**config.mk**
```make
export PLATFORM = sky130hd
export DESIGN_NAME = nvis_ctrl
export DESIGN_NICKNAME = d
export VERILOG_FILES = /design/src/hdl/nvis_pkg.sv /design/src/hdl/nvis_ctrl.sv
export SDC_FILE = /design/constraint.sdc
export NUM_CORES = 1
export LEC_CHECK = 0
export BUFFER_PORTS_ARGS = -buffer_cell sky130_fd_sc_hd__buf_4
export CORE_AREA = 3 3 40 42
export DETAILED_ROUTE_END_ITERATION = 6
export DIE_AREA = 0 0 43 45
export GPL_ROUTABILITY_DRIVEN = 0
export SYNTH_ARGS = -nofsm -noshare
export SYNTH_HDL_FRONTEND = slang
export SYNTH_SLANG_ARGS = --single-unit
```
**constraint.sdc**
```tcl
create_clock -name clock -period 3.4 [get_ports clock]
set_input_delay 0.51 -clock clock [delete_from_list [all_inputs] [get_ports clock]]
set_output_delay 0.51 -clock clock [all_outputs]
set_load 0.03 [all_outputs]
```
**src/hdl/nvis_pkg.sv**
```systemverilog
// ----------------------------------------------------------------------------
// nvis_pkg
// Shared types and constants of the nearest value index search block:
// command codes, field widths, controller states and the control/status
// bundles between the controller and the datapath.
// ----------------------------------------------------------------------------
package nvis_pkg;

   localparam int SAMPLE_BITS = 32;
   localparam int INDEX_BITS  = 11;
   localparam int DIST_BITS   = 32;

   localparam logic CMD_LOAD  = 1'b0;
   localparam logic CMD_QUERY = 1'b1;

   typedef enum logic [1:0] {
      ST_IDLE,
      ST_SCAN,
      ST_FLUSH,
      ST_RESPOND
   } state_type;

   typedef struct packed {
      logic load_en;
      logic query_init;
      logic scan_rd;
   } ctrl_cmd_type;

   typedef struct packed {
      logic scan_done;
      logic pipe_busy;
   } dp_status_type;

endpackage

```
**src/hdl/nvis_ctrl.sv**
```systemverilog
// ----------------------------------------------------------------------------
// nvis_ctrl
// Controller state machine: takes beats on the command channel, sequences
// the scan of the reference store and raises the result strobe.
// ----------------------------------------------------------------------------
module nvis_ctrl (
   input  logic                   clock,
   input  logic                   reset,
   input  logic                   start,
   input  logic                   req_cmd,
   output logic                   busy,
   output logic                   rsp_valid,
   output nvis_pkg::ctrl_cmd_type ctrl_cmd,
   input  nvis_pkg::dp_status_type dp_status
);
   import nvis_pkg::*;

   state_type state_ff;
   state_type state_in;
   logic      take;

   assign take = start && (state_ff == ST_IDLE);

   always_comb begin
      state_in = state_ff;
      case (state_ff)
         ST_IDLE: begin
            if (take && (req_cmd == CMD_QUERY)) begin
               state_in = ST_SCAN;
            end
         end
         ST_SCAN: begin
            if (dp_status.scan_done) begin
               state_in = ST_FLUSH;
            end
         end
         ST_FLUSH: begin
            if (!dp_status.pipe_busy) begin
               state_in = ST_RESPOND;
            end
         end
         ST_RESPOND: begin
            state_in = ST_IDLE;
         end
         default: begin
            state_in = ST_IDLE;
         end
      endcase
   end

   always_comb begin
      ctrl_cmd  = '0;
      busy      = 1'b1;
      rsp_valid = 1'b0;
      case (state_ff)
         ST_IDLE: begin
            busy                = 1'b0;
            ctrl_cmd.load_en    = take && (req_cmd == CMD_LOAD);
            ctrl_cmd.query_init = take && (req_cmd == CMD_QUERY);
         end
         ST_SCAN: begin
            ctrl_cmd.scan_rd = !dp_status.scan_done;
         end
         ST_FLUSH: begin
            busy = 1'b1;
         end
         ST_RESPOND: begin
            rsp_valid = 1'b1;
         end
         default: begin
            busy = 1'b1;
         end
      endcase
   end

   always_ff @(posedge clock) begin
      if (reset) begin
         state_ff <= ST_IDLE;
      end else begin
         state_ff <= state_in;
      end
   end

   a_query_goes_busy: assert property (@(posedge clock) disable iff (reset)
      (start && !busy && (req_cmd == CMD_QUERY)) |=> busy)
      else $error("query beat did not start a scan");

   a_result_after_flush: assert property (@(posedge clock) disable iff (reset)
      rsp_valid |-> ($past(state_ff) == ST_FLUSH) && !$past(dp_status.pipe_busy))
      else $error("result strobe before the scan pipeline drained");

   a_result_then_idle: assert property (@(posedge clock) disable iff (reset)
      rsp_valid |=> !busy && !rsp_valid)
      else $error("result strobe not followed by idle");

endmodule

```
After elaboration in Yosys (flattened, before gate mapping)
Cells that the tools add are included.

operators by class
  add/subtract/negate cells = 0
  $mul = 0
  divide/modulo/power cells = 0
  magnitude comparators = 0
  eq/ne operators = 6
  shift operators = 0
  mux-type cells = 8
  bitwise logic cells = 1
  reduce and logical (&&, ||, !) cells = 6

operators by type and width
  kind                                                    count
  two-way mux 2 bit                                       4
  case mux 2 bit (4 select lines)                         1
  equality test 2 bit (second input constant)             2
  inequality test 2 bit (second input constant)           2
  logical AND 1 bit                                       3
  two-way mux 1 bit                                       3
  AND reduction 3 bit                                     1
  equality test 2 x 1 -> 1 bit (second input constant)    1
  logical NOT 2 bit                                       1
  inequality test 2 x 1 -> 1 bit (second input constant)  1
  logical NOT 1 bit                                       1
  inverter 1 bit                                          1

storage, ports and cells
  register bits after elaboration = 2
  bits in latches = 0
  RAM bits = 0
  memory bits (read-only) = 0
  input bits = 6
  output and inout port bits = 5
  word-level logic and storage cells = 22
  memories kept = 0

Depth between registers and ports, before layout
  depth after elaboration = 5
  mapped depth = 5
  mapped depth without buffers = 5

Worst setup path before layout
Ideal clock, no wire load.

  path type = reg-to-output
  start point = reg state_ff[0]
  end point = out ctrl_cmd[2] (netlist name)
  arrival = 1.045 ns
  required time = 2.890 ns
  path slack = 1.845 ns
  cell stages (with the launch flop) = 5
  buffers on the path = 0
  cells stage by stage = dfxtp_1 > inv_1 > ha_1 > nand2_1 > nor2_1

RTL lines
  element                 RTL line         source
  start, declared         nvis_ctrl.sv:18  state_type state_ff;
  start signal, assigned  nvis_ctrl.sv:80  state_ff <= state_in;
  end, declared           nvis_ctrl.sv:13  output nvis_pkg::ctrl_cmd_type ctrl_cmd,

==> results.json <==
{
  "critical_path_arrival_ns": 1.25,
  "final.min_clock_period_ns": 1.76,
  "regMostFlops": "state_ff",
  "clk_latency_ns": 0.22,
  "synth_common_cells": "ha_1, inv_1, dfxtp_1, nand2_1",
  "nets": 49,
  "area_growth_pct": 57.4,
  "synth_most_common_cell": "ha_1",
  "yosysTopAreaCell": "ha_1",
  "largest_register_ffs": 2,
  "async_flop_share_pct": 0,
  "largestRegisters": "state_ff (2)",
  "postSynthCellCount": 23,
  "crit_family": "flip-flops",
  "wl_per_cell_um": 9.12,
  "clock-root-buffer": "clkbuf_4",
  "p_per_area_mw_per_mm2": 777,
  "rsz0062_at_grt": "false",
  "drc": 0,
  "cts_tree": "built",
  "grt_pass1_vias": 236,
  "stdcell_count": 51,
  "required_ns": 2.89,
  "synth_edf_count": 0,
  "cts_setup_buffers": 0,
  "leakage_nw": 0.175,
  "syn_area_per_cell_um2": 8.81,
  "fin_setup_tns_ns": 0,
  "wl_met3_um": 49,
  "drt_pass1_iterations": 1,
  "grt_pass1_wl_um": 834,
  "critPathMaxStageDelay_ns": 0.38,
  "wl_met2_um": 242,
  "worst_pin_slew_ns": 0.312,
  "crit_buf_inv": 2,
  "cts_hold_buf": 0,
  "ys.flop_type": "dfxtp_1",
  "nFillCells": 150,
  "yosys.area.top_type_share_pct": 30.9,
  "synth-warning-count": 0,
  "htreeDepth": 1,
  "final-hold-violation-count": 0,
  "cp_slowest_cell": "dfxtp_1",
  "crit_chain": "inv_1, ha_1, and3_1, buf_4",
  "initial_core_util_pct": 15.8,
  "synth-seq-cells": 2,
  "ir_drop_uv": 230,
  "end_kind": "output pin",
  "critPathKind": "flip-flop to output pin",
  "core_area_mm2": 0.00128,
  "ioPinCount": 11,
  "skew_ns": 0.00286,
  "dieArea_mm2": 0.00194,
  "cts.repair.resized": 0,
  "drt_iter0_markers": 0,
  "grt_use_total_pct": 6.15,
  "synth_cell_types": 14,
  "numCtsBuffers": 3,
  "die_w_um": 43,
  "die_y_um": 45,
  "hp-class": "flip-flop to flip-flop",
  "crit_path_max_fanout": 4,
  "postRouteAntennaNets": 0,
  "drt-total-wl_um": 465,
  "drive_gt1_share_pct": 38.9,
  "slew_headroom_pct": 78.9,
  "fmax_ghz": 0.568,
  "dp_hpwl_um": 395,
  "port_buffers": 10,
  "fin_crit_sh_pct": 51.8,
  "topRoutingLayerUsed": "met3",
  "yosys-top-cells-area": "ha_1, dfxtp_1, inv_1",
  "syn_area_um2": 203,
  "syn-num-nets": 34,
  "drv_slew": 0,
  "viasPerCell": 3.94,
  "cap_violations": 0,
  "clock-sinks": 2,
  "antenna_cells": 0,
  "grt_max_degree": 6,
  "synth_seq_area_share_pct": 19.8,
  "m1WireLength_um": 173,
  "post-place-cells": 48,
  "critPathLaunchType": "flip-flop",
  "path_clk_slew_ns": 0.03,
  "grt_remaining_overflow": 0,
  "fp-row-count": 13,
  "status": "completed",
  "via_count": 201,
  "antenna_found_initial": 0,
  "clk_path_buf_depth": 2,
  "fin_hold_ws_ns": 0.553,
  "setup_viol": 0
}
cell families (layout without fill, tap and decap cells):
group,after synthesis,after routing,share of synthesized area [%]
AO/OA/AOI/OAI,4,4,17.3
adder cells (fa/ha/maj),5,5,30.9
buffers and inverters,4,17,7.41
flip-flops,2,2,19.8
AND/OR/NAND/NOR,8,8,24.7
final cells by class:
| cell class | count | area [um2] | share of cell area, % |
|---|---|---|---|
| repair buffers | 10 | 75.1 | 23.5 |
| flip-flops and latches | 2 | 40.0 | 12.5 |
| clock buffers | 3 | 22.5 | 7.06 |
| well taps | 15 | 18.8 | 5.88 |
| inverters | 4 | 15.0 | 4.71 |
| multi-input cells | 17 | 148 | 46.3 |
placed cells by master, fill, tap and decap left out, drive strengths merged:
cell,netlist,final
a21boi,1,1
and2,1,1
and3,1,1
buf,0,10
clkbuf,0,3
dfxtp,2,2
ha,5,5
inv,4,4
nand2,2,2
nor2,1,1
nor2b,1,1
nor3,1,1
o211a,1,1
o311ai,1,1
o41ai,1,1
or4,1,1
per-stage QoR:
step	total power, W	setup slack (ns)	utilization (%)	cell area [um2]
2_1_floorplan	0.000150	1.84	-	203
3_3_place_gp	0.000196	1.87	23.1	297
3_5_place_dp	0.000200	1.83	23.1	297
4_1_cts	0.000256	1.61	24.8	319
5_1_grt	0.000277	1.55	24.8	319
6_report	0.000248	1.64	24.8	319
worst reg2reg max path: cells and delay by family, from the launching register on:
| kind | cells | cell delay [ns] |
|---|---|---|
| compound gates | 2 | 0.31 |
| buf+inv | 1 | 0.10 |
| fa+ha+maj | 1 | 0.24 |
| simple gates | 1 | 0.42 |
| flops | 1 | 0.38 |
worst paths after layout:
kind | startpoint | to | slack, ns | cells past startpoint
worst max register to register | state_ff[0] | state_ff[0] | 1.84 | 5
worst max-delay path | state_ff[0] | ctrl_cmd[1] | 1.64 | 4
worst min register to register | state_ff[1] | state_ff[1] | 0.55 | 2
worst min-delay path | state_ff[1] | state_ff[1] | 0.55 | 2
power breakdown:
group	leakage [nW]	switching, W	internal (W)
clock	0.0138	0.0000128	0.0000389
sequential	0.0165	0.0000104	0.0000339
combinational	0.144	0.0000879	0.0000639
total	0.175	0.000111	0.000137
routing by layer:
metal	up-vias	GRT usage, %
li1	107	-
met1	86	5.50
met2	8	10.5
met3	0	1.59
met4	0	7.23
met5	-	0
Power figures use the tool's default switching activity.
